File: config.mk
export PLATFORM = sky130hd
export DESIGN_NAME = held_packet_reorder_buffer_top
export DESIGN_NICKNAME = d
export VERILOG_FILES = /design/src/rtl/core/hpr_pkg.sv /design/src/rtl/core/hpr_front.sv /design/src/rtl/core/hpr_back.sv /design/src/rtl/core/held_packet_reorder_buffer_top.sv
export SDC_FILE = /design/constraint.sdc
export NUM_CORES = 1
export LEC_CHECK = 0
export ABC_AREA = 1
export BUFFER_PORTS_ARGS = -buffer_cell sky130_fd_sc_hd__buf_2
export CAP_MARGIN = 25
export CELL_PAD_IN_SITES_DETAIL_PLACEMENT = 0
export CELL_PAD_IN_SITES_GLOBAL_PLACEMENT = 1
export CORE_ASPECT_RATIO = 0.9
export CORE_UTILIZATION = 45
export DETAILED_ROUTE_END_ITERATION = 10
export MAX_ROUTING_LAYER = met4
export PLACE_DENSITY_LB_ADDON = 0.15
export SYNTH_ARGS = -nofsm -noshare
export SYNTH_HDL_FRONTEND = slang
export SYNTH_SLANG_ARGS = --single-unit
File: constraint.sdc
create_clock -name clk -period 3.2 [get_ports clk]
set_clock_uncertainty 0.1 [all_clocks]
set_input_delay 0.32 -clock clk [delete_from_list [all_inputs] [get_ports clk]]
set_output_delay 0.32 -clock clk [all_outputs]
set_load 0.02 [all_outputs]
File: src/rtl/core/hpr_pkg.sv
// ----------------------------------------------------------------------------
// hpr_pkg
// Shared types, constants and helpers for the held packet reorder buffer.
// ----------------------------------------------------------------------------
package hpr_pkg;

    localparam int HOLD_SLOTS    = 16;
    localparam int SLOT_BITS     = $clog2(HOLD_SLOTS);
    localparam int TAG_BITS      = 16;
    localparam int COUNT_BITS    = 8;
    localparam int CFG_IDX_BITS  = 1;
    localparam int CFG_DATA_BITS = 8;

    localparam logic [COUNT_BITS-1:0] COUNT_MAX = {COUNT_BITS{1'b1}};

    // Configuration register indexes
    localparam logic [CFG_IDX_BITS-1:0] REG_RELEASE_THRESHOLD   = 1'd0;
    localparam logic [CFG_IDX_BITS-1:0] REG_COUNT_ONLY_MATCHING = 1'd1;

    // Register reset values
    localparam logic [COUNT_BITS-1:0] THRESHOLD_RESET = 8'd1;

    typedef struct packed {
        logic [TAG_BITS-1:0] packet_tag;
        logic                is_corrupted;
        logic                matches_filter;
    } in_word_t;

    typedef struct packed {
        logic [TAG_BITS-1:0] out_tag;
        logic                was_held;
        logic                hold_overflow;
        logic                last_of_run;
    } out_word_t;

    typedef struct packed {
        logic [COUNT_BITS-1:0] release_threshold;
        logic                  count_only_matching;
    } cfg_t;

    // Classified word as it waits between front and back
    typedef struct packed {
        logic [TAG_BITS-1:0] tag;
        logic                hold;     // corrupted: held in a slot when one is free
        logic                counted;  // passing word that advances held counts
    } job_t;

    // Head of the job queue as seen by the back part
    typedef struct packed {
        logic valid;
        job_t job;
    } queue_head_t;

    // Index of the lowest set bit; zero when none is set
    function automatic logic [SLOT_BITS-1:0] lowest_set(input logic [HOLD_SLOTS-1:0] vec);
        logic [SLOT_BITS-1:0] idx;
        idx = '0;
        for (int i = HOLD_SLOTS - 1; i >= 0; i--)
        begin
            if (vec[i])
            begin
                idx = SLOT_BITS'(i);
            end
        end
        return idx;
    endfunction

endpackage

File: src/rtl/core/hpr_front.sv
// ----------------------------------------------------------------------------
// hpr_front
// Accepts input words, classifies them and queues them for the back part.
// ----------------------------------------------------------------------------
module hpr_front (
    input  logic                 clk,
    input  logic                 rst_n,
    input  logic                 start,
    input  hpr_pkg::in_word_t    item,
    input  hpr_pkg::cfg_t        cfg,
    input  logic                 pop,
    output logic                 busy,
    output hpr_pkg::queue_head_t head
);
    import hpr_pkg::*;

    localparam int QUEUE_DEPTH = 2;

    job_t       queue_reg [QUEUE_DEPTH];
    logic       wr_ptr_reg;
    logic       wr_ptr_next;
    logic       rd_ptr_reg;
    logic       rd_ptr_next;
    logic [1:0] fill_reg;
    logic [1:0] fill_next;
    logic       push;
    logic       do_pop;
    job_t       job_in;

    // Classify the incoming word
    always_comb
    begin
        job_in.tag     = item.packet_tag;
        job_in.hold    = item.is_corrupted;
        job_in.counted = !cfg.count_only_matching || item.matches_filter;
    end

    assign busy   = (fill_reg == 2'(QUEUE_DEPTH));
    assign push   = start && !busy;
    assign do_pop = pop && (fill_reg != 2'd0);

    // Advance pointers and fill count
    always_comb
    begin
        wr_ptr_next = push ? !wr_ptr_reg : wr_ptr_reg;
        rd_ptr_next = do_pop ? !rd_ptr_reg : rd_ptr_reg;
        fill_next   = fill_reg;
        if (push && !do_pop)
        begin
            fill_next = fill_reg + 2'd1;
        end
        else if (do_pop && !push)
        begin
            fill_next = fill_reg - 2'd1;
        end
    end

    always_ff @(posedge clk or negedge rst_n)
    begin
        if (!rst_n)
        begin
            wr_ptr_reg <= 1'b0;
            rd_ptr_reg <= 1'b0;
            fill_reg   <= 2'd0;
        end
        else
        begin
            wr_ptr_reg <= wr_ptr_next;
            rd_ptr_reg <= rd_ptr_next;
            fill_reg   <= fill_next;
        end
    end

    // Store the classified word
    always_ff @(posedge clk)
    begin
        if (push)
        begin
            queue_reg[wr_ptr_reg] <= job_in;
        end
    end

    assign head.valid = (fill_reg != 2'd0);
    assign head.job   = queue_reg[rd_ptr_reg];

endmodule

File: src/rtl/core/hpr_back.sv
// ----------------------------------------------------------------------------
// hpr_back
// Executes queued words against the hold store and drives result words.
// ----------------------------------------------------------------------------
module hpr_back (
    input  logic                 clk,
    input  logic                 rst_n,
    input  hpr_pkg::queue_head_t head,
    input  hpr_pkg::cfg_t        cfg,
    output logic                 pop,
    output logic                 result_valid,
    output hpr_pkg::out_word_t   result
);
    import hpr_pkg::*;

    localparam logic ST_EXEC    = 1'b0;
    localparam logic ST_RELEASE = 1'b1;

    logic                  state_reg;
    logic                  state_next;
    logic [HOLD_SLOTS-1:0] valid_reg;
    logic [HOLD_SLOTS-1:0] valid_next;
    logic [COUNT_BITS-1:0] count_reg [HOLD_SLOTS];
    logic [COUNT_BITS-1:0] count_next [HOLD_SLOTS];
    logic [TAG_BITS-1:0]   tag_reg [HOLD_SLOTS];
    logic [HOLD_SLOTS-1:0] pend_reg;
    logic [HOLD_SLOTS-1:0] pend_next;
    out_word_t             result_reg;
    out_word_t             result_next;
    logic                  result_valid_reg;
    logic                  result_valid_next;

    logic [HOLD_SLOTS-1:0] free_slots;
    logic [SLOT_BITS-1:0]  free_idx;
    logic [HOLD_SLOTS-1:0] bumped_valid;
    logic [COUNT_BITS-1:0] bumped [HOLD_SLOTS];
    logic [HOLD_SLOTS-1:0] due;
    logic [SLOT_BITS-1:0]  rel_idx;
    logic [HOLD_SLOTS-1:0] rel_onehot;
    logic                  tag_we;

    assign free_slots = ~valid_reg;
    assign free_idx   = lowest_set(free_slots);
    assign rel_idx    = lowest_set(pend_reg);
    assign rel_onehot = HOLD_SLOTS'(1) << rel_idx;

    // Bump held counts and flag entries that reach the threshold
    always_comb
    begin
        for (int i = 0; i < HOLD_SLOTS; i++)
        begin
            bumped_valid[i] = valid_reg[i] && head.job.counted && (count_reg[i] != COUNT_MAX);
            bumped[i]       = bumped_valid[i] ? count_reg[i] + COUNT_BITS'(1) : count_reg[i];
            due[i]          = valid_reg[i] && (bumped[i] >= cfg.release_threshold);
        end
    end

    // Sequence execution and release
    always_comb
    begin
        state_next        = state_reg;
        valid_next        = valid_reg;
        count_next        = count_reg;
        pend_next         = pend_reg;
        result_next       = result_reg;
        result_valid_next = 1'b0;
        pop               = 1'b0;
        tag_we            = 1'b0;

        unique case (state_reg)
            ST_EXEC:
            begin
                if (head.valid)
                begin
                    pop = 1'b1;
                    if (head.job.hold)
                    begin
                        if (|free_slots)
                        begin
                            // Park the word in the lowest free slot
                            tag_we               = 1'b1;
                            valid_next[free_idx] = 1'b1;
                            count_next[free_idx] = '0;
                        end
                        else
                        begin
                            // Store full: pass it through flagged
                            result_valid_next         = 1'b1;
                            result_next.out_tag       = head.job.tag;
                            result_next.was_held      = 1'b0;
                            result_next.hold_overflow = 1'b1;
                            result_next.last_of_run   = 1'b1;
                        end
                    end
                    else
                    begin
                        // Forward, then queue up due entries
                        result_valid_next         = 1'b1;
                        result_next.out_tag       = head.job.tag;
                        result_next.was_held      = 1'b0;
                        result_next.hold_overflow = 1'b0;
                        result_next.last_of_run   = (due == '0);
                        count_next                = bumped;
                        pend_next                 = due;
                        if (due != '0)
                        begin
                            state_next = ST_RELEASE;
                        end
                    end
                end
            end
            ST_RELEASE:
            begin
                // Emit one due entry per cycle in slot order
                result_valid_next         = 1'b1;
                result_next.out_tag       = tag_reg[rel_idx];
                result_next.was_held      = 1'b1;
                result_next.hold_overflow = 1'b0;
                result_next.last_of_run   = ((pend_reg & ~rel_onehot) == '0);
                pend_next                 = pend_reg & ~rel_onehot;
                valid_next[rel_idx]       = 1'b0;
                count_next[rel_idx]       = '0;
                if ((pend_reg & ~rel_onehot) == '0)
                begin
                    state_next = ST_EXEC;
                end
            end
            default:
            begin
                state_next = ST_EXEC;
            end
        endcase
    end

    always_ff @(posedge clk or negedge rst_n)
    begin
        if (!rst_n)
        begin
            state_reg        <= ST_EXEC;
            valid_reg        <= '0;
            pend_reg         <= '0;
            result_valid_reg <= 1'b0;
            for (int i = 0; i < HOLD_SLOTS; i++)
            begin
                count_reg[i] <= '0;
            end
        end
        else
        begin
            state_reg        <= state_next;
            valid_reg        <= valid_next;
            pend_reg         <= pend_next;
            result_valid_reg <= result_valid_next;
            count_reg        <= count_next;
        end
    end

    // Hold tags and the result word
    always_ff @(posedge clk)
    begin
        result_reg <= result_next;
        if (tag_we)
        begin
            tag_reg[free_idx] <= head.job.tag;
        end
    end

    assign result_valid = result_valid_reg;
    assign result       = result_reg;

endmodule

File: src/rtl/core/held_packet_reorder_buffer_top.sv
// ----------------------------------------------------------------------------
// held_packet_reorder_buffer_top
// Holds corrupted packets and releases them after a number of passing packets.
// ----------------------------------------------------------------------------
// A word is taken when start is high and busy is low; a two-entry queue sits
// between the input and the execution logic, so busy rises only when both
// entries wait. Execution pauses for each held packet that it releases, since
// released words leave one per cycle through the single result register.
// Results appear on result with result_valid high for exactly one cycle and
// cannot be held off; the final result caused by an input carries last_of_run.
// A held corrupted packet gives no result. An accepted word passes through
// the queue and the result register before its result reaches the ports.
// ----------------------------------------------------------------------------
module held_packet_reorder_buffer_top (
    input  logic                                clk,
    input  logic                                rst_n,
    input  logic                                start,
    output logic                                busy,
    input  hpr_pkg::in_word_t                   item,
    output logic                                result_valid,
    output hpr_pkg::out_word_t                  result,
    input  logic                                cfg_we,
    input  logic [hpr_pkg::CFG_IDX_BITS-1:0]    cfg_index,
    input  logic [hpr_pkg::CFG_DATA_BITS-1:0]   cfg_data
);
    import hpr_pkg::*;

    cfg_t        cfg_reg;
    queue_head_t head;
    logic        pop;

    // Write configuration registers
    always_ff @(posedge clk or negedge rst_n)
    begin
        if (!rst_n)
        begin
            cfg_reg.release_threshold   <= THRESHOLD_RESET;
            cfg_reg.count_only_matching <= 1'b0;
        end
        else if (cfg_we)
        begin
            unique case (cfg_index)
                REG_RELEASE_THRESHOLD:
                begin
                    cfg_reg.release_threshold <= cfg_data[COUNT_BITS-1:0];
                end
                REG_COUNT_ONLY_MATCHING:
                begin
                    cfg_reg.count_only_matching <= cfg_data[0];
                end
                default:
                begin
                    cfg_reg <= cfg_reg;
                end
            endcase
        end
    end

    hpr_front u_front (
        .clk   (clk),
        .rst_n (rst_n),
        .start (start),
        .item  (item),
        .cfg   (cfg_reg),
        .pop   (pop),
        .busy  (busy),
        .head  (head)
    );

    hpr_back u_back (
        .clk          (clk),
        .rst_n        (rst_n),
        .head         (head),
        .cfg          (cfg_reg),
        .pop          (pop),
        .result_valid (result_valid),
        .result       (result)
    );

endmodule
==> flow_summary.html <==
<table>
<tr><th>Metric</th><th>Value</th></tr>
<tr><th colspan="2">STA</th></tr>
<tr><td>Worst setup margin</td><td>-0.334 ns</td></tr>
<tr><td>Min Hold Slack</td><td>roughly 0.080 ns</td></tr>
<tr><td>Final setup vio count</td><td>7</td></tr>
<tr><td>RSZ-0062 raised after global routing</td><td>true</td></tr>
<tr><td>Tmin final</td><td>around 3.5 ns</td></tr>
<tr><td>Worst slew pin tran</td><td>slightly above 0.9 ns</td></tr>
<tr><td>Final critical-path share of the clock period</td><td>110%</td></tr>
<tr><td>TNS Setup</td><td>-1.27 ns</td></tr>
<tr><td>Relative max-transition margin</td><td>roughly two fifths</td></tr>
<tr><td>Hold Fails Final Rpt</td><td>0</td></tr>
<tr><td>Number of max-slew violations in the final report</td><td>0</td></tr>
<tr><td>Fmax achieved</td><td>approximately 0.28 GHz</td></tr>
<tr><th colspan="2">Synth</th></tr>
<tr><td>Library cell occupying the most area in the post-synthesis netlist</td><td>sky130_fd_sc_hd__edfxtp_1</td></tr>
<tr><td>Synthesized flop and latch total</td><td>486</td></tr>
<tr><td>Number of warning messages in the yosys log</td><td>0</td></tr>
<tr><td>Number of enable flip-flop cells after synthesis</td><td>311</td></tr>
<tr><td>Syn Std Cell Area</td><td>0.0274 mm^2</td></tr>
<tr><td>Proportion of synthesized flip-flops having asynchronous set or reset</td><td>a little over a third</td></tr>
<tr><td>Predominant post-synthesis flop cell</td><td>sky130_fd_sc_hd__edfxtp_1</td></tr>
<tr><td>Synth Instances</td><td>3110</td></tr>
<tr><td>Area share of the leading cell type in the synthesized netlist</td><td>about a third</td></tr>
<tr><td>Distinct cell type count after synthesis</td><td>48</td></tr>
<tr><td>Avg Cell Area, Syn</td><td>roughly 9 um^2</td></tr>
<tr><td>Top post-synthesis cells by area</td><td>sky130_fd_sc_hd__edfxtp_1 34%, sky130_fd_sc_hd__dfrtp_1 16%, sky130_fd_sc_hd__nand2_1 11%</td></tr>
<tr><td>Dominant cell by count in the synthesized netlist</td><td>sky130_fd_sc_hd__nand2_1</td></tr>
<tr><td>Most common library cells after synthesis</td><td>803 x sky130_fd_sc_hd__nand2_1, 320 x sky130_fd_sc_hd__nand3_1, 311 x sky130_fd_sc_hd__edfxtp_1, 306 x sky130_fd_sc_hd__inv_1, 174 x sky130_fd_sc_hd__dfrtp_1</td></tr>
<tr><td>Mapped Nets</td><td>around 3300</td></tr>
<tr><td>Part of the Yosys area used for sequential elements</td><td>between 50% and 60%</td></tr>
<tr><th colspan="2">Setup path</th></tr>
<tr><td>Top Family by Delay on Critical Path</td><td>simple AND/OR/NAND/NOR gates</td></tr>
<tr><td>Cell type with the highest occurrence count on the critical path</td><td>sky130_fd_sc_hd__nand2_1</td></tr>
<tr><td>Critical Path Start Type</td><td>register</td></tr>
<tr><td>Count of buffer and inverter cells on the critical path</td><td>6</td></tr>
<tr><td>Worst Setup End Kind</td><td>register</td></tr>
<tr><td>Critical Path AT</td><td>3.97 ns</td></tr>
<tr><td>Peak per-stage delay on the critical path</td><td>roughly 0.4 ns</td></tr>
<tr><td>Library cell contributing the largest single delay on the critical path</td><td>sky130_fd_sc_hd__dfrtp_1</td></tr>
<tr><td>Required time reported for the critical path endpoint</td><td>around 3.6 ns</td></tr>
<tr><td>CP cell instances</td><td>inv_2 -&gt; or2_4 -&gt; nand2_4 -&gt; inv_12 -&gt; buf_8 -&gt; nand3_4 -&gt; nor4_4 -&gt; nand3_2 -&gt; buf_4 -&gt; buf_4 -&gt; xor2_1 -&gt; inv_1 -&gt; ha_4 -&gt; nand2_1 -&gt; nor2_2 -&gt; nand2_1 -&gt; o2111ai_2 -&gt; nand2_1 -&gt; nand4_1 -&gt; o31ai_4 -&gt; or2_4 -&gt; nand2_1</td></tr>
<tr><td>Critical path peak fanout</td><td>8</td></tr>
<tr><td>Crit path kind</td><td>register to register</td></tr>
<tr><th colspan="2">Route</th></tr>
<tr><td>Amount of wire on met3 after detailed routing</td><td>roughly 5700 um</td></tr>
<tr><td>Routed length on met1</td><td>between 30000 and 40000 um</td></tr>
<tr><td>First-iteration detailed-routing DRC count</td><td>about 1900</td></tr>
<tr><td>Antenna-violating nets left</td><td>0</td></tr>
<tr><td>Vias post-DR</td><td>between 20000 and 25000</td></tr>
<tr><td>Post-detailed-route via-to-cell ratio</td><td>5.53</td></tr>
<tr><td>Uppermost layer routed</td><td>met4</td></tr>
<tr><td>Number of DRC violations after detailed routing</td><td>0</td></tr>
<tr><td>Length of the first detailed-routing pass in iterations</td><td>6</td></tr>
<tr><td>Drt wl/cell</td><td>between 15 and 20 um</td></tr>
<tr><td>Total met2 wirelength after detailed routing</td><td>~40000 um</td></tr>
<tr><td>Total Routed Length</td><td>slightly below 90000 um</td></tr>
<tr><th colspan="2">Floorplanning</th></tr>
<tr><td>Width of the die</td><td>262 um</td></tr>
<tr><td>Std-Cell Rows</td><td>85</td></tr>
<tr><td>I/O Pins</td><td>between 50 and 60</td></tr>
<tr><td>Placeable core region</td><td>0.0600 mm^2</td></tr>
<tr><td>Die area</td><td>just over 0.06 mm^2</td></tr>
<tr><td>Floorplan die height</td><td>between 200 and 250 um</td></tr>
<tr><td>Starting Density</td><td>between 40% and 50%</td></tr>
<tr><th colspan="2">Placement</th></tr>
<tr><td>Cell total after placement</td><td>between 4000 and 5000</td></tr>
<tr><td>Count of buffers from port buffering</td><td>51</td></tr>
<tr><td>Detailed Place HPWL</td><td>about 55000 um</td></tr>
<tr><td>Area post-placement</td><td>approximately 0.031 mm^2</td></tr>
<tr><td>Final weighted congestion of routability-driven global placement</td><td>roughly 0.9</td></tr>
<tr><th colspan="2">CTS</th></tr>
<tr><td>Insertion delay to the later sink of the worst-skew pair</td><td>0.65 ns</td></tr>
<tr><td>Clk buf depth</td><td>3</td></tr>
<tr><td>Number of sinks on the clock net</td><td>486</td></tr>
<tr><td>Num CTS Buffers</td><td>53</td></tr>
<tr><td>Clock edge transition at the registers on the reported setup and hold paths</td><td>0.06 ns</td></tr>
<tr><td>Clock root buffer master</td><td>sky130_fd_sc_hd__clkbuf_16</td></tr>
<tr><td>TritonCTS clock tree</td><td>yes</td></tr>
<tr><td>Number of H-tree levels</td><td>2</td></tr>
<tr><th colspan="2">Finish</th></tr>
<tr><td>Fin cells</td><td>between 4000 and 5000</td></tr>
<tr><td>Max FFs per register</td><td>256</td></tr>
<tr><td>Final net count</td><td>around 3700</td></tr>
<tr><td>Finished Cell Area</td><td>between 0.03 and 0.04 mm^2</td></tr>
<tr><td>Fill count</td><td>between 5000 and 6000</td></tr>
<tr><td>Area of all sequential standard cells</td><td>0.0137 mm^2</td></tr>
<tr><td>Proportion of layout cells with a drive suffix above 1</td><td>between 20% and 30%</td></tr>
<tr><td>Multi-input combinational cell area</td><td>between 0.01 and 0.015 mm^2</td></tr>
<tr><td>Layout-stage area growth over the synthesis result</td><td>28.2%</td></tr>
<tr><th colspan="2">Global routing</th></tr>
<tr><td>Initial antenna violation count</td><td>1</td></tr>
<tr><td>First-pass GRT wire length</td><td>between 100000 and 150000 um</td></tr>
<tr><td>Number of global-route vias before repair</td><td>approximately 24000</td></tr>
<tr><td>Global routing usage summed across all routing layers</td><td>around 29%</td></tr>
<tr><td>Maximum number of pins on one net before global-route repair</td><td>between 100 and 150</td></tr>
<tr><td>GRT overflow</td><td>0</td></tr>
<tr><th colspan="2">Run status</th></tr>
<tr><td>Result of the run</td><td>finished, violations left</td></tr>
<tr><td>Violated checks</td><td>setup timing</td></tr>
<tr><th colspan="2">Worst hold path</th></tr>
<tr><td>Hold crit path type</td><td>input pin to register</td></tr>
<tr><th colspan="2">Power and ir drop</th></tr>
<tr><td>Reg power frac</td><td>between 30% and 40%</td></tr>
<tr><td>Gate power share</td><td>48.3%</td></tr>
<tr><td>Relative contribution of the clock network to total power</td><td>around a fifth</td></tr>
<tr><td>Total power per unit cell area</td><td>roughly 840 mW/mm^2</td></tr>
<tr><td>Peak ir drop on the vdd network</td><td>~0.64 mV</td></tr>
<tr><td>Net switching fraction of the power</td><td>43.4%</td></tr>
<tr><td>Switching component of the power</td><td>12.8 mW</td></tr>
<tr><td>Cell Int Power</td><td>around 17 mW</td></tr>
<tr><td>Reported leakage power</td><td>about 16 nW</td></tr>
<tr><th colspan="2">Flow run</th></tr>
<tr><td>Max-Cap Viols</td><td>0</td></tr>
</table>
## power by group through the flow
stage,clock (mW),sequential [mW],combinational [mW]
6_report,6.13,9.04,14.2
5_1_grt,6.49,9.14,15.4
4_1_cts,6.25,9.03,13.6
3_5_place_dp,0,9.14,13.2
3_3_place_gp,0,9.09,13.0
2_1_floorplan,0,9.28,7.37
## kinds of logic after synthesis
group                      share of synthesized area, %
DFF                                                50.1
buffers and inverters                              6.82
adders and majority gates                          6.62
AOI/OAI and AO/OA                                  7.48
muxes                                            0.0822
and+or+nand+nor                                    25.4
xor gates and xnor gates                           3.52
## area by class of cell
cell class	count	share of cell area [%]
flip-flops and latches	486	39.1
multi-input cells	2153	37.4
repair buffers	494	12.1
clock buffers	73	4.31
inverters	338	3.69
well taps	783	2.79
clock inverters	24	0.652
diodes	1	0.00713
## what timing repair did
action                                  CTS  global route
pin swaps                                58           117
gates cloned                              0             1
hold buffers                             29             0
endpoints found under the setup margin   12           140
setup buffers                            31            34
endpoints found under the hold margin   107             0
resized for setup                        73           197
## cells in the final DEF (no fill, tap or decap), drive strengths merged, types with 5 or more instances in the layout
master         n
clkbuf        75
or2            5
nand2        809
nand4        154
o22ai         28
inv          339
nand3        327
nand3b        33
xnor2          7
dfrtp        174
o21ai        180
a21oi        107
ha           145
nor3          32
buf          463
clkinv        17
a22o          15
xor2         103
o31ai          5
nor4          12
nor2         160
o22a           5
o2111ai       16
edfxtp       311
dlygate4sd3   29
## per-stage QoR
step | util [%] | power, mW | worst slack, ns
global placement | 52.2 | 22.1 | -0.348
floorplan | - | 16.7 | -0.0452
finish | 58.5 | 29.4 | -0.334
detailed placement | 52.2 | 22.3 | -0.436
global route | 58.5 | 31.0 | -0.502
CTS | 56.5 | 28.8 | -0.283
## worst paths after layout
| path | start | depth (start not counted) | end | slack (ns) |
|---|---|---|---|---|
| min in group asynchronous | rst_n | 2 | u_back.pend_reg[0] | 0.20 |
| setup / recovery | u_front.rd_ptr_reg | 22 | u_back.state_reg | -0.33 |
| hold / removal | start | 5 | u_front.wr_ptr_reg | 0.08 |
| setup reg to reg | u_front.rd_ptr_reg | 22 | u_back.state_reg | -0.33 |
| max in group asynchronous | rst_n | 3 | u_back.pend_reg[10] | 1.94 |
| hold reg to reg | u_back.count_reg[106] | 2 | u_back.count_reg[106] | 0.39 |
## worst register-to-register path: stages (launching register included)
cell	delay, ns
sky130_fd_sc_hd__dfrtp_1	0.40
sky130_fd_sc_hd__inv_2	0.07
sky130_fd_sc_hd__or2_4	0.11
sky130_fd_sc_hd__nand2_4	0.08
sky130_fd_sc_hd__inv_12	0.10
sky130_fd_sc_hd__buf_8	0.13
sky130_fd_sc_hd__nand3_4	0.08
sky130_fd_sc_hd__nor4_4	0.30
sky130_fd_sc_hd__nand3_2	0.12
sky130_fd_sc_hd__buf_4	0.15
sky130_fd_sc_hd__buf_4	0.12
sky130_fd_sc_hd__xor2_1	0.13
sky130_fd_sc_hd__inv_1	0.11
sky130_fd_sc_hd__ha_4	0.21
sky130_fd_sc_hd__nand2_1	0.08
sky130_fd_sc_hd__nor2_2	0.05
sky130_fd_sc_hd__nand2_1	0.07
sky130_fd_sc_hd__o2111ai_2	0.15
sky130_fd_sc_hd__nand2_1	0.13
sky130_fd_sc_hd__nand4_1	0.21
sky130_fd_sc_hd__o31ai_4	0.32
sky130_fd_sc_hd__or2_4	0.15
sky130_fd_sc_hd__nand2_1	0.04
## layer usage
metal,vias up,GRT usage (%)
met1,11700,40.0
met3,129,4.18
li1,11400,-
met4,0,7.06
met5,-,-
met2,766,44.2
No activity file was read; power rests on OpenSTA's default activity.
